[config.mk]
export PLATFORM = sky130hd
export DESIGN_NAME = rsa_char_encrypt_decrypt_top
export DESIGN_NICKNAME = d
export VERILOG_FILES = /design/src/design/rsa_pkg.sv /design/src/design/rsa_modexp.sv /design/src/design/rsa_char_encrypt_decrypt_top.sv
export SDC_FILE = /design/constraint.sdc
export NUM_CORES = 1
export LEC_CHECK = 0
export BUFFER_PORTS_ARGS = -buffer_cell sky130_fd_sc_hd__buf_2
export CELL_PAD_IN_SITES_DETAIL_PLACEMENT = 0
export CELL_PAD_IN_SITES_GLOBAL_PLACEMENT = 1
export CORE_MARGIN = 1.5
export CORE_UTILIZATION = 54
export CTS_BUF_LIST = sky130_fd_sc_hd__clkbuf_4
export DETAILED_ROUTE_END_ITERATION = 12
export PLACE_DENSITY_LB_ADDON = 0.1
export SETUP_SLACK_MARGIN = 0.4
export SLEW_MARGIN = 0
export SYNTH_ARGS = -nofsm -noshare
export SYNTH_HDL_FRONTEND = slang
export SYNTH_SLANG_ARGS = --single-unit
[constraint.sdc]
create_clock -name aclk -period 10 [get_ports aclk]
set_clock_uncertainty 0.15 [all_clocks]
set_input_delay 0 -clock aclk [delete_from_list [all_inputs] [get_ports aclk]]
set_output_delay 0 -clock aclk [all_outputs]
set_load 0.1 [all_outputs]
[src/design/rsa_pkg.sv]
// Shared constants and types for the RSA byte encrypt/decrypt block.
package rsa_pkg;
    localparam int MOD_BITS_DEFAULT = 32;
    localparam int REG_W = 32;
    localparam int CHAR_W = 8;
    localparam int IDX_W = 2;
    localparam logic [IDX_W-1:0] REG_MODULUS = 2'd0;
    localparam logic [IDX_W-1:0] REG_PUB_EXP = 2'd1;
    localparam logic [IDX_W-1:0] REG_PRIV_EXP = 2'd2;
    localparam logic [REG_W-1:0] MODULUS_RESET = 32'd3;
    localparam logic [REG_W-1:0] EXP_RESET = 32'd1;
endpackage

[src/design/rsa_modexp.sv]
// Iterative modular exponentiation built on a shared modular adder and doubler.
module rsa_modexp #(
    parameter int MOD_BITS = rsa_pkg::MOD_BITS_DEFAULT
) (
    input  logic                    aclk,
    input  logic                    aresetn,
    input  logic                    start,
    input  logic [MOD_BITS-1:0]     base,
    input  logic [rsa_pkg::REG_W-1:0] exponent,
    input  logic [MOD_BITS-1:0]     modulus,
    output logic                    done,
    output logic [MOD_BITS-1:0]     result
);
    typedef enum logic [2:0] {S_IDLE, S_REDUCE, S_EXP, S_MUL, S_DONE} state_t;

    state_t                    state_reg;
    logic [MOD_BITS-1:0]       res_reg, sq_reg, acc_reg, addend_reg, mul_b_reg;
    logic [rsa_pkg::REG_W-1:0] k_reg;
    logic                      mul_is_sq_reg;
    logic [MOD_BITS:0]         rbase_reg;

    // Shared modular adder: (a + b) mod n for a, b < n.
    function automatic logic [MOD_BITS-1:0] add_mod(input logic [MOD_BITS-1:0] a,
        input logic [MOD_BITS-1:0] b, input logic [MOD_BITS-1:0] n);
        logic [MOD_BITS-1:0] room;
        room = n - b;
        add_mod = (a >= room) ? (a - room) : (a + b);
    endfunction

    logic [MOD_BITS-1:0] sum_a, sum_b, sum_out;
    always_comb begin
        sum_a = acc_reg;
        sum_b = addend_reg;
        if (mul_b_reg[0] == 1'b0) begin
            sum_a = addend_reg;
        end
        sum_out = add_mod(sum_a, sum_b, modulus);
    end

    assign done = (state_reg == S_DONE);
    assign result = res_reg;

    // Sequencer: the base is reduced with one compare-subtract per cycle, then
    // square-and-multiply runs one shift-and-add step per cycle. A new start
    // is taken while idle or in the cycle that presents the previous result.
    always_ff @(posedge aclk) begin
        if (!aresetn) begin
            state_reg <= S_IDLE;
        end else begin
            case (state_reg)
                S_IDLE, S_DONE: begin
                    if (start) begin
                        rbase_reg <= {1'b0, base};
                        k_reg <= exponent;
                        res_reg <= (modulus == MOD_BITS'(1)) ? '0 : MOD_BITS'(1);
                        state_reg <= S_REDUCE;
                    end else begin
                        state_reg <= S_IDLE;
                    end
                end
                S_REDUCE: begin
                    if (rbase_reg >= {1'b0, modulus}) begin
                        rbase_reg <= rbase_reg - {1'b0, modulus};
                    end else begin
                        sq_reg <= rbase_reg[MOD_BITS-1:0];
                        state_reg <= S_EXP;
                    end
                end
                S_EXP: begin
                    if (k_reg == '0) begin
                        state_reg <= S_DONE;
                    end else begin
                        acc_reg <= '0;
                        addend_reg <= sq_reg;
                        mul_is_sq_reg <= ~k_reg[0];
                        mul_b_reg <= k_reg[0] ? res_reg : sq_reg;
                        state_reg <= S_MUL;
                    end
                end
                S_MUL: begin
                    if (mul_b_reg == '0) begin
                        if (mul_is_sq_reg) begin
                            sq_reg <= acc_reg;
                            k_reg <= k_reg >> 1;
                            state_reg <= S_EXP;
                        end else begin
                            res_reg <= acc_reg;
                            acc_reg <= '0;
                            addend_reg <= sq_reg;
                            mul_b_reg <= sq_reg;
                            mul_is_sq_reg <= 1'b1;
                        end
                    end else begin
                        if (mul_b_reg[0]) begin
                            acc_reg <= sum_out;
                            addend_reg <= add_mod(addend_reg, addend_reg, modulus);
                        end else begin
                            addend_reg <= sum_out;
                        end
                        mul_b_reg <= mul_b_reg >> 1;
                    end
                end
                default: state_reg <= S_IDLE;
            endcase
        end
    end
endmodule

[src/design/rsa_char_encrypt_decrypt_top.sv]
// Top level of the RSA byte encrypt/decrypt block.
// Usage: write the modulus (index 0), public exponent (1) and private
// exponent (2) on the cfg channel while the block is idle. Each input item
// is one byte on s_plain_char. The block returns one item holding
// m^e mod n on m_cipher_value and (m^e)^d mod n on m_recovered_value.
// Only the low MOD_BITS bits of the modulus are used; modulus zero gives
// zero results.
// The two exponentiations run in series on one modular exponent unit.
// Each multiply steps once per significant bit of its multiplier, and the
// byte is reduced by repeated subtraction of the modulus.
// s_ready is low from acceptance until the result is taken. A stalled
// m_ready just holds the result register.
// Reset sets modulus 3 and both exponents to 1 and clears the control.
module rsa_char_encrypt_decrypt_top #(
    parameter int MOD_BITS = rsa_pkg::MOD_BITS_DEFAULT
) (
    input  logic                           aclk,
    input  logic                           aresetn,
    input  logic                           s_valid,
    output logic                           s_ready,
    input  logic [rsa_pkg::CHAR_W-1:0]     s_plain_char,
    output logic                           m_valid,
    input  logic                           m_ready,
    output logic [rsa_pkg::REG_W-1:0]      m_cipher_value,
    output logic [rsa_pkg::REG_W-1:0]      m_recovered_value,
    input  logic                           cfg_valid,
    output logic                           cfg_ready,
    input  logic [rsa_pkg::IDX_W-1:0]      cfg_index,
    input  logic [rsa_pkg::REG_W-1:0]      cfg_data
);
    typedef enum logic [2:0] {T_IDLE, T_ENC, T_DEC, T_OUT} state_t;

    state_t                    state_reg;
    logic [rsa_pkg::REG_W-1:0] modulus_reg, pub_reg, priv_reg;
    logic [rsa_pkg::REG_W-1:0] cipher_reg, recov_reg;
    logic                      start;
    logic [MOD_BITS-1:0]       base, n_eff, ex_result;
    logic [rsa_pkg::REG_W-1:0] exponent;
    logic                      ex_done;
    logic [MOD_BITS-1:0]       char_ext;

    // Effective modulus: low MOD_BITS bits of the register.
    always_comb begin
        n_eff = MOD_BITS'(modulus_reg);
        char_ext = MOD_BITS'(s_plain_char);
    end

    assign s_ready = (state_reg == T_IDLE);
    assign cfg_ready = 1'b1;
    assign m_valid = (state_reg == T_OUT);
    assign m_cipher_value = cipher_reg;
    assign m_recovered_value = recov_reg;

    // Start the unit on accept with a nonzero modulus (encrypt) and after encryption (decrypt).
    assign start = (state_reg == T_IDLE && s_valid && n_eff != '0) ||
                   (state_reg == T_ENC && ex_done);
    assign base = (state_reg == T_IDLE) ? char_ext : ex_result;
    assign exponent = (state_reg == T_IDLE) ? pub_reg : priv_reg;

    rsa_modexp #(.MOD_BITS(MOD_BITS)) u_modexp (
        .aclk(aclk), .aresetn(aresetn), .start(start), .base(base),
        .exponent(exponent), .modulus(n_eff), .done(ex_done), .result(ex_result)
    );

    // Configuration registers.
    always_ff @(posedge aclk) begin
        if (!aresetn) begin
            modulus_reg <= rsa_pkg::MODULUS_RESET;
            pub_reg <= rsa_pkg::EXP_RESET;
            priv_reg <= rsa_pkg::EXP_RESET;
        end else if (cfg_valid) begin
            case (cfg_index)
                rsa_pkg::REG_MODULUS: modulus_reg <= cfg_data;
                rsa_pkg::REG_PUB_EXP: pub_reg <= cfg_data;
                rsa_pkg::REG_PRIV_EXP: priv_reg <= cfg_data;
                default: ;
            endcase
        end
    end

    // Item sequencer and result register.
    always_ff @(posedge aclk) begin
        if (!aresetn) begin
            state_reg <= T_IDLE;
        end else begin
            case (state_reg)
                T_IDLE: begin
                    if (s_valid) begin
                        if (n_eff == '0) begin
                            cipher_reg <= '0;
                            recov_reg <= '0;
                            state_reg <= T_OUT;
                        end else begin
                            state_reg <= T_ENC;
                        end
                    end
                end
                T_ENC: begin
                    if (ex_done) begin
                        cipher_reg <= rsa_pkg::REG_W'(ex_result);
                        state_reg <= T_DEC;
                    end
                end
                T_DEC: begin
                    if (ex_done) begin
                        recov_reg <= rsa_pkg::REG_W'(ex_result);
                        state_reg <= T_OUT;
                    end
                end
                T_OUT: begin
                    if (m_ready) begin
                        state_reg <= T_IDLE;
                    end
                end
                default: state_reg <= T_IDLE;
            endcase
        end
    end
endmodule

* Word-level counts from Yosys, hierarchy flattened
Cells that the tools add are included.
Cells by class: add/sub/neg operators 6, $mul 0, div/mod/pow operators 0, $lt $le $gt $ge 3, equality and inequality tests 24, shifts and indexed selects 0, multiplexer cells 55, bitwise logic cells 1, reductions and logical operators 32
Operator list (number):
- $mux W32 | 28
- $pmux W32 S2 | 8
- $logic_not A32 Y1 | 3
- $sub A32 B32 Y32 | 3
- $mux W33 | 2
- $pmux W33 S2 | 1
- $add A32 B32 Y32 | 2
- $ge A32 B32 Y1 | 2
- $ge A33 B32 Y1 | 1
- $sub A33 B32 Y33 | 1
- $eq A32 B1 Y1 const B | 1
- $reduce_bool A32 Y1 | 1
- $reduce_and A5 Y1 | 6
- $mux W3 | 8
- $pmux W3 S4 | 2
- $reduce_and A4 Y1 | 4
- $ne A2 B2 Y1 const B | 7
- $eq A3 B2 Y1 const B | 4
- $reduce_bool A2 Y1 | 6
- $ne A2 B1 Y1 const B | 5
- $eq A3 B1 Y1 const B | 2
- $logic_not A3 Y1 | 2
- $reduce_and A2 Y1 | 3
- $mux W1 | 4
- other kinds (13) | 15
Storage, ports and cells: bits in registers 392, bits in latches 0, memory bits (writable) 0, ROM bits 0, input port bits 47, output and inout bits 67, word-level logic and storage cells 136, memories kept 0

* Logic depth before layout (Yosys ltp)
Gate-level depths: netlist of run 1.
depth in word-level cells 6, gate-level depth with buffers 28, mapped depth without buffers 26

* By module
Synthesis of run 1 repeated with hierarchy kept, for this count alone.
Unflattened totals: cell total of the unflattened synthesis 2736, area total of the unflattened synthesis 25132.9 um^2
By module, submodules not included:
- rsa_modexp | times used 1, cells an instance 2060, area each 18511.5 um^2, seq. area each 6846.6 um^2
- rsa_char_encrypt_decrypt_top | times used 1, cells an instance 676, area each 6621.4 um^2, seq. area each 3883.7 um^2

* Worst setup path before layout of run 1
OpenSTA, ideal clock, no wires.
kind register -> register, start register u_modexp.addend_reg[8], end register u_modexp.addend_reg[30] (data pin), library setup time 272 ps, arrival time 5304 ps, required time 9578 ps, slack 4274 ps, cell stages (with the launch flop) 25, buffers on the path 1, period minus slack after synthesis 5726 ps, path through edfxtp_1 -> inv_1 -> ha_1 -> a21oi_1 -> o21ai_0 -> a211oi_2 -> o211ai_4 -> a21o_1 -> a21o_1 -> a2111oi_0 -> o31ai_1 -> o41ai_1 -> o21bai_1 -> a21oi_1 -> xor2_1 -> ha_1 -> a21o_1 -> a21oi_1 -> o21ai_0 -> a21o_1 -> or2_1 -> buf_4 -> nand4b_1 -> mux2i_1 -> or4_1
Between the ends: word-level cells in the longest chain between the ends 6, elaborated cells between the ends (all ways) 13, those cells by class 5 x add/sub; 2 x order compare; 6 x mux
RTL lines:
- start: declaration | line rsa_modexp.sv:17 | logic [MOD_BITS-1:0] res_reg, sq_reg, acc_reg, addend_reg, mul_b_reg;
- start signal: assignment | line rsa_modexp.sv:74 | addend_reg <= sq_reg;
- start signal: assignment | line rsa_modexp.sv:89 | addend_reg <= sq_reg;
- start signal: assignment | line rsa_modexp.sv:96 | addend_reg <= add_mod(addend_reg, addend_reg, modulus);
- $sub A32 B32 Y32 or $mux W32 (tied branches) | line rsa_modexp.sv:26, rsa_modexp.sv:34
- $sub A32 B32 Y32, or another cell as far along | line rsa_modexp.sv:27 | add_mod = (a >= room) ? (a - room) : (a + b);
- $mux W32 | line rsa_modexp.sv:27
- $mux W32 (*) | line rsa_modexp.sv:94 | if (mul_b_reg[0]) begin
- $mux W32 (*) | line rsa_modexp.sv:81 | if (mul_b_reg == '0) begin
- $pmux W32 S2 (*) | line rsa_modexp.sv:50 | case (state_reg)
Mark *: on every way between the ends. The rest lies on a longest branch, timed or not. A chain may end at the register's enable or synchronous reset.

* Worst setup path after layout of run 1
start register u_modexp.addend_reg[8], end register u_modexp.addend_reg[18] (data pin)
The elaborated chain is that of the path after synthesis.

==> results of run 1 <==
[placed cells by master, fill, tap and decap left out, drive strengths merged, types with 8 or more instances in the layout]
| cell | n |
|---|---|
| nand2 | 323 |
| edfxtp | 290 |
| a21oi | 199 |
| nor2 | 170 |
| o21ai | 164 |
| ha | 159 |
| inv | 159 |
| clkbuf | 156 |
| buf | 147 |
| and2 | 112 |
| dlygate4sd3 | 105 |
| dfxtp | 101 |
| a21o | 92 |
| mux2i | 76 |
| a21boi | 76 |
| xnor2 | 75 |
| nand3 | 67 |
| xor2 | 51 |
| nor3 | 37 |
| clkinv | 33 |
| a222oi | 31 |
| a211oi | 31 |
| nor4 | 26 |
| nand4 | 26 |
| o21a | 24 |
| nand2b | 22 |
| nor2b | 20 |
| a31oi | 19 |
| o21bai | 17 |
| or3 | 14 |
| o31ai | 14 |
| o211ai | 13 |
| and3 | 11 |
| a22o | 11 |
| a221o | 9 |
| mux2 | 8 |
[logic make-up after synthesis]
kind of cell / after synthesis / synth area share, %
AOI/OAI and AO/OA: 761 / 20.2
xor gates and xnor gates: 126 / 4.45
adders and majority gates: 166 / 8.45
buffers and inverters: 273 / 4.30
DFF: 391 / 42.9
muxes: 84 / 3.40
other: 1 / 0.0150
and+or+nand+nor: 859 / 16.3
[power by group through the flow]
stage / Sequential, mW / Clock, mW / Combinational [mW]
floorplan: 2.63 / 0 / 1.66
global placement: 2.33 / 0 / 2.61
detailed placement: 2.33 / 0 / 2.64
CTS: 2.30 / 1.44 / 2.69
global route: 2.31 / 1.52 / 2.93
finish: 2.30 / 1.41 / 2.72
[worst min path at each step]
stage	end	slack, ps	start
after floorplan	pub_reg[0]	-30	cfg_data[0]
after global placement	priv_reg[13]	120	cfg_data[13]
after detailed placement	modulus_reg[7]	120	cfg_data[7]
after CTS	pub_reg[5]	90	cfg_index[1]
after global routing	pub_reg[3]	120	cfg_index[1]
final	pub_reg[5]	160	cfg_index[1]
[area by class of cell]
| class | count | area share, % |
|---|---|---|
| repair buffers | 252 | 6.61 |
| multi-input cells | 1997 | 46.4 |
| diodes | 5 | 0.0439 |
| clock buffers | 156 | 4.11 |
| well taps | 600 | 2.63 |
| clock inverters | 35 | 0.491 |
| flip-flops and latches | 391 | 37.6 |
| inverters | 158 | 2.08 |
[metal layers]
metal / GRT usage, % / vias to the layer above / part of all wire, %
met5: 0 / - / 0
met4: 16.0 / 0 / 4.8
met3: 5.87 / 202 / 7.1
met2: 57.0 / 888 / 47
met1: 46.1 / 10300 / 42
li1: - / 10300 / -
[critical path, stage by stage (launching register included)]
cell	delay, ps
edfxtp_1	450
inv_1	130
ha_1	310
a21oi_1	220
o21ai_0	220
a211oi_2	470
o211ai_4	160
a21o_1	200
a21o_1	210
a2111oi_0	690
o31ai_1	180
xnor2_1	360
ha_1	260
nand3_1	150
nor2_1	470
nand4_1	160
nor4_1	570
a221oi_1	240
o21ai_1	390
nand2_2	150
buf_4	330
o41ai_1	350
a21oi_1	80
a221o_1	330
[timing repair]
item,in CTS,in global routing
hold buffers,106,0
endpoints found under the hold margin,238,0
buffers inserted,0,0
==> flow_summary.json, run 1 <==
{
  "cts_buffer_depth": 3,
  "yosys.area.top_type": "edfxtp_1",
  "hpwl_um": 60200,
  "vias_per_cell": 6.05,
  "cts_root_buffer": "clkbuf_4",
  "initial_utilization_pct": 54.9,
  "finalSetupViolCount": 0,
  "routed_wirelength_um": 83100,
  "max_freq_mhz": 133,
  "area_growth_pct": 14.2,
  "mappedNetlistArea_sq_um": 25000,
  "fin_cells": 3594,
  "placed_cell_area_sq_um": 26100,
  "fp.dieH_um": 218,
  "cts_buffers": 105,
  "ys_seq_area_share_pct": 42.9,
  "max_cap_viol_count": 0,
  "clk-insertion-delay-late_ps": 870,
  "grt_pass1_wl_um": 127000,
  "critPathKind": "register to register",
  "grt_antenna_before_repair": 2,
  "slew_viol_final": 0,
  "hold_viol_final": 0,
  "yosysWarnings": 0,
  "fin_util_pct": 62.7,
  "synthesis.nets": 2872,
  "ys_ff_latch": 391,
  "ys_top_cells_by_count": "nand2_1, edfxtp_1, a21oi_1",
  "drive_gt1_share_pct": 11.8,
  "design_area_sq_um": 28500,
  "wl_per_cell_um": 23.1,
  "crit_path_end": "u_modexp.addend_reg[18]",
  "clkPwrFrac_pct": 22.0,
  "vias": 21700,
  "io-pin-count": 114,
  "p_comb_share_pct": 42.3,
  "switchingPower_mw": 2.72,
  "port_buffers": 112,
  "whs_ps": 158,
  "h-tree-depth": 3,
  "cts_resized": 0,
  "cp_data_arrival_time_ps": 7960,
  "crit_start": "u_modexp.addend_reg[8]",
  "finalWorstSetupSlack_ps": 2490,
  "intPower_mw": 3.71,
  "grt_pass1_vias": 21200,
  "largest_reg_flops": 33,
  "grt_usage_pct": 35.2,
  "dr.pass1.iters": 9,
  "rsz0062_at_grt": "no",
  "synthCells": 2661,
  "die_x_um": 218,
  "multi_input_area_sq_um": 13200,
  "reg2reg_depth": 23,
  "r2r_end": "u_modexp.addend_reg[18]",
  "endpoint_kind": "register",
  "synth_edf_count": 290,
  "core-area_sq_um": 45500,
  "overflow": 0,
  "place_inst": 3292,
  "layout.nets": 3116,
  "post-route-period-util_pct": 75.1,
  "cp_data_required_time_ps": 10450,
  "drt_iter0_markers": 2135,
  "fin_crit_ps": 7510,
  "syn_area_per_cell_sq_um": 9.39,
  "pwr-share-seq_pct": 35.8,
  "p_leak_nw": 11.7,
  "synthArstFlopShare_pct": 0,
  "drtAntennaViolNets": 0,
  "slew_headroom_pct": 25.3,
  "r2r-start": "u_modexp.addend_reg[8]",
  "synth_most_common_cell": "nand2_1",
  "num_rows": 78,
  "regArea_sq_um": 10700,
  "switching_share_pct": 42.3,
  "cts_tree": "built",
  "power_per_cell_area_nw_per_um2": 226,
  "clock_sinks": 391,
  "cp_max_fo": 36,
  "nFillCells": 3992,
  "clk_pin_slew_worst_paths_ps": 70,
  "peakVddDrop_mv": 0.324,
  "r2r_setup_slack_ps": 2490,
  "globalplace.congestion": 0.980,
  "min_path_type": "input port to register",
  "worst_pin_slew_ps": 1120,
  "die_area_sq_um": 47600,
  "netlist.area_leader.share_pct": 34.8,
  "synthFlopType": "edfxtp_1",
  "pre_cts_ws_ps": 2660,
  "crit_path_start_kind": "register",
  "outcome": "finished clean",
  "grt_max_degree": 100,
  "total_power_mw": 6.43,
  "synth_area_leaders": "edfxtp_1, dfxtp_1, ha_1, nand2_1, a21oi_1",
  "setup_tns_ps": 0,
  "drc": 0,
  "hold_depth": 6,
  "synth_cell_types": 86
}
(Power assumes the default switching activity.)
==> run 2: changes to the inputs <==
- CORE_UTILIZATION: 54 -> 50
- clock period: 10 -> 7.6 ns (I/O delays scaled with it)
==> run 2 against run 1 <==
Compared with the run above: worst setup slack worse by 1700 ps; maximum frequency is 10% higher; register-to-register slack worse by 1700 ps; wire length rose by 1.7%; design area is 0.60% higher; global-route usage fell by 2.0 points; sequential share of layout area fell by 0.22 points; critical path depth increased by 1; sequential power grew 31%; first-iteration DRC count fell by 9.3%.
==> flow_summary.json, run 2 (synthesis results as in run 1) <==
{
  "final_cell_mix": "nand2_1, edfxtp_1, a21oi_1",
  "initial_utilization_pct": 50.8,
  "min_path_type": "input port to register",
  "io-pin-count": 114,
  "vias_per_cell": 5.95,
  "power_per_cell_area_nw_per_um2": 296,
  "cts_setup_buffers": 0,
  "wl_per_cell_um": 23.1,
  "regArea_sq_um": 10700,
  "die_x_um": 227,
  "grt_pass1_vias": 21600,
  "drtAntennaViolNets": 0,
  "finalSetupViolCount": 0,
  "routed_wirelength_um": 84500,
  "grt_pass1_wl_um": 127000,
  "grt_max_degree": 73,
  "place_inst": 3366,
  "peakVddDrop_mv": 0.210,
  "drt_iter0_markers": 1936,
  "h-tree-depth": 3,
  "area_growth_pct": 14.8,
  "outcome": "finished clean",
  "max_cap_viol_count": 0,
  "fin_crit_ps": 6820,
  "multi_input_area_sq_um": 13300,
  "num_rows": 81,
  "core-area_sq_um": 49200,
  "hold_viol_final": 0,
  "cts_buffer_depth": 3,
  "critPathKind": "register to register",
  "die_area_sq_um": 51300,
  "overflow": 0,
  "worst_pin_slew_ps": 1180,
  "grt_usage_pct": 33.2,
  "cts_buffers": 103,
  "p_leak_nw": 11.8,
  "fp.dieH_um": 227,
  "dr.pass1.iters": 12,
  "endpoint_kind": "register",
  "cp_data_required_time_ps": 8040,
  "hpwl_um": 61500,
  "post-route-period-util_pct": 89.7,
  "largest_reg_flops": 33,
  "rsz0062_at_grt": "no",
  "clk_pin_slew_worst_paths_ps": 70,
  "cp_data_arrival_time_ps": 7260,
  "setup_tns_ps": 0,
  "drive_gt1_share_pct": 12.5,
  "cp_max_fo": 18,
  "final_common_cell": "nand2_1",
  "max_freq_mhz": 147,
  "cts_root_buffer": "clkbuf_4",
  "nFillCells": 4398,
  "clk-insertion-delay-late_ps": 860,
  "port_buffers": 112,
  "slew_headroom_pct": 20.6,
  "layout.nets": 3127,
  "slew_viol_final": 0,
  "crit_path_start_kind": "register",
  "drc": 0,
  "fin_cells": 3660,
  "globalplace.congestion": 0.963,
  "cts_tree": "built",
  "vias": 21800,
  "grt_antenna_before_repair": 2,
  "clock_sinks": 391
}
==> run 2: critical path: stages (launching register included) <==
cell,delay [ps]
edfxtp_1,440
inv_1,140
ha_1,310
a21oi_1,200
o21ai_0,170
a211oi_2,470
o211ai_4,160
a21o_1,200
a21o_1,210
a2111oi_1,480
buf_4,200
o31ai_1,100
o41ai_2,360
o21bai_1,110
a21oi_1,180
xor2_1,260
ha_1,340
a21o_1,180
a21oi_1,140
o21ai_0,100
a21o_1,290
or2_2,560
nand4b_1,200
mux2i_1,90
or4_1,490
==> run 2: per-layer routing <==
metal  vias to the layer above  GRT usage, %  part of all wire (%)
met5                         -             0                     0
met4                         0          17.5                   5.4
met3                       204          6.32                   6.4
met2                       818          54.4                    47
met1                     10500          41.5                    41
li1                      10300             -                     -
==> run 2: repair_timing <==
action                     4_1_cts  5_1_grt
hold buffers                   108        0
setup endpoints to repair        0       50
hold endpoints to repair       171        0
resized for setup                0        5
==> run 2: final cells by class <==
type,instances,share of cell area [%]
inverter,158,2.07
clock inverter,26,0.432
tap,664,2.90
clock buffer,156,4.08
multi-input combinational,1998,46.2
sequential,391,37.4
antenna,3,0.0262
timing repair buffer,264,6.87
==> run 2: where the power goes <==
part / internal [mW] / switching [mW]
clock network: 0.936 / 0.931
registers: 2.77 / 0.249
logic: 1.18 / 2.43
total: 4.89 / 3.61
==> run 2: worst paths after layout <==
kind / to / slack [ps] / cells past startpoint / from
setup / recovery: u_modexp.addend_reg[30] / 780 / 24 / u_modexp.addend_reg[8]
hold / removal: pub_reg[12] / 110 / 5 / cfg_index[1]
setup reg to reg: u_modexp.addend_reg[30] / 780 / 24 / u_modexp.addend_reg[8]
hold reg to reg: pub_reg[26] / 310 / 2 / pub_reg[26]
==> run 2: metrics by stage <==
stage	utilization [%]	hold WS, ps	total power, mW	worst slack [ps]	instance area [sq um]
6_report	58.4	109	8.50	782	28700
5_1_grt	58.4	71.9	8.95	445	28700
4_1_cts	58.3	20.7	8.48	465	28700
3_5_place_dp	53.5	129	6.57	546	26300
3_3_place_gp	53.5	124	6.53	482	26300
2_1_floorplan	-	-26.0	5.64	1870	25000
